File: src/hdl/dtm_pkg.sv
// Shared types and constants for the divergence threshold monitor.
// No dependencies.
`default_nettype none
package dtm_pkg;
    typedef struct packed {
        logic [31:0]        time_ms;
        logic               has_divergence;
        logic signed [23:0] divergence_um;
        logic [23:0]        reported_sigma_um;
        logic               learnable;
    } dtm_in_t;

    typedef struct packed {
        logic [31:0]        threshold_um;
        logic               empirical;
        logic               divergence_valid;
        logic signed [23:0] divergence_echo_um;
        logic               onset_valid;
        logic [31:0]        onset_ms;
    } dtm_out_t;

    localparam logic [2:0] REG_GAIN   = 3'd0;
    localparam logic [2:0] REG_WINDOW = 3'd1;
    localparam logic [2:0] REG_FLOOR  = 3'd2;
    localparam logic [2:0] REG_CAP    = 3'd3;
    localparam logic [2:0] REG_MINS   = 3'd4;

    typedef struct packed {
        logic load;
        logic prune_step;
        logic gap;
        logic sum_start;
        logic sum_step;
        logic div_start;
        logic sqrt_start;
        logic finish;
    } dtm_cmd_t;

    typedef struct packed {
        logic prune_more;
        logic use_window;
        logic sum_done;
        logic div_done;
        logic sqrt_done;
    } dtm_status_t;
endpackage
`default_nettype wire

File: src/hdl/dtm_ctrl.sv
// Sequencer of the divergence threshold monitor.
// Depends on dtm_pkg.
`default_nettype none
module dtm_ctrl (
    input  wire                  aclk,
    input  wire                  aresetn,
    input  wire                  s_valid,
    output logic                 s_ready,
    output logic                 m_valid,
    input  wire                  m_ready,
    input  wire dtm_pkg::dtm_status_t sts,
    output dtm_pkg::dtm_cmd_t    cmd
);
    import dtm_pkg::*;

    localparam logic [2:0] ST_IDLE  = 3'd0;
    localparam logic [2:0] ST_PRUNE = 3'd1;
    localparam logic [2:0] ST_SUM   = 3'd2;
    localparam logic [2:0] ST_DIV   = 3'd3;
    localparam logic [2:0] ST_SQRT  = 3'd4;
    localparam logic [2:0] ST_FIN   = 3'd5;

    logic [2:0] state_reg, state_next;
    logic       mv_reg, mv_next;
    logic       prune_wait_reg, prune_wait_next;

    assign s_ready = (state_reg == ST_IDLE) && !mv_reg;
    assign m_valid = mv_reg;

    always_comb begin
        state_next = state_reg;
        mv_next = mv_reg && !m_ready;
        prune_wait_next = 1'b0;
        cmd = '0;
        case (state_reg)
            ST_IDLE: begin
                if (s_valid && s_ready) begin
                    cmd.load = 1'b1;
                    prune_wait_next = 1'b1;
                    state_next = ST_PRUNE;
                end
            end
            ST_PRUNE: begin
                // The prune wait flag set after each head move lets the RAM read settle.
                if (!prune_wait_reg) begin
                    if (sts.prune_more) begin
                        cmd.prune_step = 1'b1;
                        prune_wait_next = 1'b1;
                    end else begin
                        cmd.gap = 1'b1;
                        if (sts.use_window) begin
                            cmd.sum_start = 1'b1;
                            state_next = ST_SUM;
                        end else begin
                            state_next = ST_FIN;
                        end
                    end
                end
            end
            ST_SUM: begin
                if (sts.sum_done) begin
                    cmd.div_start = 1'b1;
                    state_next = ST_DIV;
                end else begin
                    cmd.sum_step = 1'b1;
                end
            end
            ST_DIV: begin
                if (sts.div_done) begin
                    cmd.sqrt_start = 1'b1;
                    state_next = ST_SQRT;
                end
            end
            ST_SQRT: begin
                if (sts.sqrt_done) begin
                    state_next = ST_FIN;
                end
            end
            ST_FIN: begin
                cmd.finish = 1'b1;
                mv_next = 1'b1;
                state_next = ST_IDLE;
            end
            default: begin
                state_next = ST_IDLE;
            end
        endcase
    end

    always_ff @(posedge aclk) begin
        if (!aresetn) begin
            state_reg <= ST_IDLE;
            mv_reg <= 1'b0;
            prune_wait_reg <= 1'b0;
        end else begin
            state_reg <= state_next;
            mv_reg <= mv_next;
            prune_wait_reg <= prune_wait_next;
        end
    end
endmodule
`default_nettype wire

File: config.mk
export PLATFORM = sky130hd
export DESIGN_NAME = dtm_ctrl
export DESIGN_NICKNAME = d
export VERILOG_FILES = /design/src/hdl/dtm_pkg.sv /design/src/hdl/dtm_ctrl.sv
export SDC_FILE = /design/constraint.sdc
export NUM_CORES = 1
export LEC_CHECK = 0
export ABC_AREA = 1
export BUFFER_PORTS_ARGS = -buffer_cell sky130_fd_sc_hd__buf_2
export CORE_AREA = 4 4 41 43
export DETAILED_ROUTE_END_ITERATION = 16
export DIE_AREA = 0 0 45 47
export SLEW_MARGIN = 10
export SYNTH_ARGS = -nofsm -noshare
export SYNTH_HDL_FRONTEND = slang
export SYNTH_SLANG_ARGS = --single-unit
File: constraint.sdc
create_clock -name aclk -period 1.5 [get_ports aclk]
set_clock_uncertainty 0.2 [all_clocks]
set_input_delay 0 -clock aclk [delete_from_list [all_inputs] [get_ports aclk]]
set_output_delay 0 -clock aclk [all_outputs]
set_load 0.02 [all_outputs]
# After elaboration in Yosys (flattened, before gate mapping)
# Index checks and enable logic that the tools add are counted.
# word_totals
out_inout_bits,10
register_bits,5
word_cells,45
inputBits,9
# op_classes
eq_ne,11
reduce_logical,7
n_mux,24
# op_table
op,n
2-to-1 mux 3 bit,9
case mux 3 bit (5 select lines),1
2-to-1 mux 1 bit,11
"inequality test 2 bit, second input constant",5
"equality test 3 x 2 -> 1 bit, second input constant",2
"equality test 3 bit, second input constant",2
AND reduction 6 bit,1
2-to-1 mux 2 bit,2
"equality test 3 x 1 -> 1 bit, second input constant",1
logical AND 1 bit,3
logical NOT 3 bit,1
logical NOT 1 bit,2
"inequality test 2 x 1 -> 1 bit, second input constant",1
case mux 1 bit (2 select lines),1

# Longest topological paths before layout
# Gate-level depths: netlist of the first run.
# logic_depth
ltp_word,5
depth_mapped,10
depth_no_buf,9

# Worst setup path before layout of the first run
# No wires, ideal clock.
# synth_path
path_type,register to register
start,register state_reg[0]
end,"register mv_reg, in the netlist m_valid"
slack_ns,0.035
t_arrival_ns,1.205
required_ns,1.240
period_less_slack_ns,1.465
stages_incl_launch_ff,5
path_cell_list,dfxtp_1 -> buf_6 -> inv_1 -> nor3_1 -> o21a_1
# synth_between
elab_chain_cells,2
# synth_lines
element,line,text
start: declaration,dtm_ctrl.sv:23,"logic [2:0] state_reg, state_next;"
start signal: assignment,dtm_ctrl.sv:96,state_reg <= state_next;
equality test 3 bit,dtm_ctrl.sv:35,case (state_reg)
2-to-1 mux 1 bit,dtm_ctrl.sv:35,
end signal: assignment,dtm_ctrl.sv:97,mv_reg <= mv_next;
end: declaration,dtm_ctrl.sv:24,"logic mv_reg, mv_next;"
# Every way passes these cells.
# A chain may end at the register's enable or synchronous reset.

==> results of run 1 <==
worst register-to-register path: stages, from the launching register on:
cell	delay (ps)
dfxtp_2	420
nand2_1	90
nor2_2	90
nand2_1	70
nand2_1	120
nor2_4	60
a21oi_1	120
nor2_1	60
through the flow:
stage | instance area, µm² | hold WS [ps] | setup slack, ps | total power [µW] | utilization, %
global route | 626 | 99.8 | 4.25 | 1520 | 48.1
detailed placement | 536 | 86.5 | 84.9 | 1140 | 41.2
CTS | 604 | 39.2 | 30.9 | 1310 | 46.4
finish | 626 | 45.5 | 106 | 1360 | 48.1
global placement | 536 | 82.4 | 73.3 | 1130 | 41.2
floorplan | 438 | -82.4 | 35.4 | 976 | -
where the power goes:
part | internal, µW | total [µW] | switching, µW
clock | 100 | 151 | 51.2
sequential | 206 | 330 | 124
combinational | 324 | 881 | 557
total | 630 | 1360 | 733
per-layer routing:
metal,wire length (µm),vias to the layer above
li1,-,279
met1,452,216
met2,562,14
met3,56,4
met4,35,0
met5,0,-
worst max-delay path by stage:
stage | start | slack [ps] | endpoint | cells past startpoint
CTS | state_reg[1] | 30 | cmd[6] | 4
floorplan | state_reg[0] | 40 | m_valid | 4
global placement | state_reg[0] | 70 | state_reg[0] | 7
global route | state_reg[0] | 4 | cmd[7] | 6
detailed placement | state_reg[0] | 80 | state_reg[2] | 7
finish | state_reg[0] | 110 | cmd[7] | 6
cell families (layout without fill, tap and decap cells):
group | Yosys count | count (layout)
buf+inv | 16 | 41
compound gates | 8 | 8
flops | 5 | 5
simple gates | 47 | 47
cells in the final DEF, fill, tap and decap left out, drive strengths merged:
cell         count
a21oi            3
buf             18
clkbuf           4
dfxtp            5
dlygate4sd3      4
inv             15
nand2           19
nand3            6
nor2            20
nor3             2
o21a             2
o21ai            3
timing repair:
action	4_1_cts	5_1_grt
hold buffers	4	0
buffers inserted	0	0
endpoints found under the setup margin	1	7
pin swaps	0	0
endpoints found under the hold margin	5	0
gates resized for setup	2	6
final cells by class:
type | instances | area (µm²) | share of cell area (%)
clock buffer | 4 | 26.3 | 4.20
inverter | 15 | 56.3 | 9.00
multi-input combinational | 55 | 288 | 46.0
sequential | 5 | 106 | 17.0
tap | 15 | 18.8 | 3.00
timing repair buffer | 22 | 130 | 20.8
==> out/results.tsv, run 1 <==
metric	value	unit
worstPathRequired	1300	ps
crit_type	flop to output port	
fp-row-count	13	
vias	513	
cts_buffers	3	
grt_pass1_vias	468	
clock_sinks	5	
muxShareOfSynthArea	0	%
vdd_drop_max	1.19	mV
dieArea	0.00212	mm²
hold_path_class	primary input to flop	
critPathSlowestCell	dfxtp_4	
hold_end	prune_wait_reg	
grt_use_total	13.1	%
p_leak	0.000361	µW
ys.flop_type	dfxtp_1	
path_cells	nor2_4 > nand2_2 > nor2_2 > nand2_1 > inv_2 > buf_2	
crit_buf_inv	2	
cp-end-kind	output port	
clockBufferDepth	2	
syn_avg_cell_area	5.76	µm²
setup_viol	0	
die_h	47	µm
overflow	0	
h-tree-depth	1	
clk_pin_slew	40	ps
crit_family	simple AND/OR/NAND/NOR gates	
min_from	sts[4]	
slew_violations	0	
rsz0062_at_grt	false	
synth_top_family_by_area	simple AND/OR/NAND/NOR gates	
status	finished, final reports clean	
wl_per_cell	9.54	µm
r2r-start	state_reg[1]	
fin_crit	1390	ps
synthTopCellsByArea	dfxtp_1 23%, nand2_1 14%, nor2_1 11%, inv_1 9.4%, nor2_2 8.6%	
drive_above_1_share	41.6	%
whs_path_depth	4	
grt_max_degree	10	
critPathArrivalTime	1190	ps
synth_edf_count	0	
drv_cap	0	
drt_iter0_markers	2	
rr_endpoint	state_reg[0]	
synth_cell_types	17	
start_util	33.7	%
yosysWarnings	0	
worstMarginPinSlew	200	ps
drt_first_pass_iters	2	
final_nets	111	
ff2ff_path_depth	7	
viasPerCell	4.42	
root_buffer	clkbuf_4	
grt.met1_usage	14.1	%
worstSkewPairLatency	240	ps
grt_util_met3	1.15	%
yosysMostFrequentCell	nand2_1	
dpl.hpwl	861	µm
r2r_slack	150	ps
n_antenna_cell	0	
yosys.area.top_type	dfxtp_1	
synthesis.nets	85	
yosys.area_share.simple	50.6	%
start_kind	flop	
top_usage_layer	met2	
synth_compound_area_share	11.1	%
antenna_left	0	
largest_register_ffs	3	
relSlewSlack	86.6	%
cts_tree	built	
synth_commonest_cells	16 x nand2_1, 13 x nor2_1, 11 x inv_1	
met2_usage	22.6	%
synth.top_cell.area_share	22.9	%
gp_congestion	0.720	
io_pins	19	
antenna_found_initial	0	
synthArstFlopShare	0	%
fmax	717	MHz
synth_area	438	µm²
drc_errors	0	
synth_fa_ha_area_share	0	%
crit_fanout	9	
core	0.00130	mm²
synth-seq-cells	5	
place_inst	108	
timing.final.crit_share	93.0	%
max_stage_delay	370	ps
final-hold-violation-count	0	
setup_tns	0	ps
fp.dieW	45	µm
final_cells	116	
synthCells	76	
portBuffers	18	
grt_pass1_wl	1930	µm
seq_area_frac_synth	22.9	%
synthXorXnorAreaFrac	0	%
power_density	2180	mW/mm²
drt_wl_total	1110	µm
syn_to_final_growth	42.9	%
nFillCells	155	
(Power assumes the default switching activity.)
==> run 2, diff against run 1 <==
CTS_BUF_LIST = sky130_fd_sc_hd__clkbuf_8   (was default)
clock period = 1.3 ns   (was 1.5 ns; I/O delays follow)
==> run 2 against run 1 <==
Effect of this change: the flow now finishes with violations (negative setup slack); core utilization increased by 19 points; cell count grew 11%; register-to-register slack worse by 220 ps; critical path depth down 1; first-iteration DRC count rose to 2.5 times the previous value; count of clock-buffer cells in the layout fell by 1; worst hold slack improved by 50 ps; non-clock buffer count rose by 13; sequential power up 18%; wire length rose by 12%; die area unchanged; critical path type unchanged; largest power group unchanged.
==> out/results.tsv, run 2 (synthesis gave the netlist of run 1 again) <==
metric	value	unit	change
status	finished, violations left		
failed_checks	negative setup slack		
largest_register_ffs	3		unchanged
max_stage_delay	370	ps	about the same
p_leak	0.000452	µW	+25%
final-hold-violation-count	0		unchanged
grt.met1_usage	15.6	%	+1.5 points
drt_wl_total	1240	µm	+12%
met2_usage	22.6	%	unchanged
final_cell_mix	15 x nand2_1, 12 x buf_4, 10 x inv_1, 10 x nor2_1, 10 x buf_6		
fmax	721	MHz	
design_area	867	µm²	+39%
vdd_drop_max	1.60	mV	+34%
portBuffers	18		unchanged
relSlewSlack	88.3	%	+1.7 points
root_buffer	clkbuf_8		
core	0.00130	mm²	unchanged
worstPathRequired	1100	ps	-200 ps
clockBufferDepth	2		unchanged
clock_sinks	5		unchanged
clk_pin_slew	30	ps	about the same
start_kind	flop		
final_cells	129		+11%
fin_crit	1390	ps	
drive_above_1_share	55.3	%	+14 points
r2r_slack	-70	ps	-220 ps
wl_per_cell	9.59	µm	+0.48%
critPathArrivalTime	1190	ps	about the same
die_h	47	µm	unchanged
dpl.hpwl	904	µm	+4.9%
fp.dieW	45	µm	unchanged
gp_congestion	0.782		+8.6%
cts_buffers	3		unchanged
power_density	2670	mW/mm²	+23%
cp-end-kind	output port		
rsz0062_at_grt	true		
worstMarginPinSlew	174	ps	-26.0 ps
grt_use_total	13.6	%	+0.45 points
hold_path_class	primary input to flop		
drv_cap	0		unchanged
dieArea	0.00212	mm²	unchanged
drt_iter0_markers	5		+3
path_cells	nor2_4 > nand2_2 > buf_6 > nor3_2 > buf_4		
final_nets	124		+12%
r2r-start	state_reg[1]		
crit_family	flip-flops		
n_antenna_cell	0		unchanged
timing.final.crit_share	107	%	
start_util	33.7	%	unchanged
cp-endpoint	cmd[4]		
antenna_found_initial	0		unchanged
slew_violations	0		unchanged
postPlaceCellArea	614	µm²	+15%
cts_tree	built		
drt_first_pass_iters	4		+2
grt_pass1_wl	2030	µm	+5.4%
place_inst	116		+7.4%
setup_viol	9		+9
dp_slack	-67.5	ps	-152 ps
top_usage_layer	met2		
crit_type	flop to output port		
viasPerCell	4.42		about the same
grt_pass1_vias	518		+11%
grt_max_degree	6		-4
drc_errors	0		unchanged
vias	570		+11%
worstSkewPairLatency	220	ps	-20 ps
syn_to_final_growth	98.0	%	
hold_ws	95.1	ps	+49.6 ps
grt_util_met3	1.92	%	+0.77 points
layout_commonest_cell	nand2_1		
critical_path_depth	5		-1
fp-row-count	13		unchanged
antenna_left	0		unchanged
crit_fanout	5		-4
crit_start	state_reg[1]		
ff2ff_path_depth	8		+1
io_pins	19		unchanged
rr_endpoint	state_reg[0]		
h-tree-depth	1		unchanged
critPathSlowestCell	dfxtp_4		
crit_buf_inv	2		unchanged
worst_slack	-86.5	ps	-192 ps
overflow	0		unchanged
-- run 2: power by group --
group          switching (µW)  internal [µW]  total, µW
clock network            77.1            202        280
logic                     854            796       1650
registers                 137            251        388
-- run 2: what timing repair did --
| action | CTS | global route |
|---|---|---|
| gates resized for setup | 30 | 11 |
| setup buffers | 6 | 0 |
| pin swaps | 14 | 6 |
| endpoints found under the setup margin | 11 | 13 |
| hold endpoints to repair | 5 | 0 |
| hold buffers | 4 | 0 |
-- run 2: cell type report --
cell class	count	area, µm²
fillers	119	434
inverters	15	61.3
clock inverters	1	3.75
well taps	15	18.8
repair buffers	35	288
clock buffers	3	41.3
flip-flops and latches	5	111
multi-input cells	55	343
-- run 2: layer usage --
layer | wire, µm | share of wire (%) | vias up
met3 | 110 | 8.9 | 2
met1 | 497 | 40 | 239
met4 | 27 | 2.2 | 0
met5 | 0 | 0 | -
met2 | 602 | 49 | 22
li1 | - | - | 307
-- run 2: worst min path at each step --
stage	start	end	slack [ps]	depth (start not counted)
CTS	sts[4]	state_reg[1]	100	7
global route	sts[4]	prune_wait_reg	120	5
detailed placement	aresetn	prune_wait_reg	80	2
global placement	aresetn	state_reg[0]	80	3
floorplan	s_valid	cmd[7]	-90	2
finish	sts[4]	state_reg[1]	100	7
-- run 2: per-stage QoR --
stage               power (µW)  TNS (ps)  util, %
floorplan                 1200     -20.1        -
global placement          1530      -224     47.2
detailed placement        1530      -206     47.2
CTS                       2220      -361     64.2
global route              2510     -1210     66.6
finish                    2320      -449     66.6
-- run 2: worst register-to-register path: cells and delay by family, from the launching register on --
| family | cells | cell delay [ps] |
|---|---|---|
| AND/OR/NAND/NOR | 6 | 500 |
| flip-flops | 1 | 370 |
| buffers and inverters | 1 | 130 |
| AO/OA/AOI/OAI | 1 | 120 |
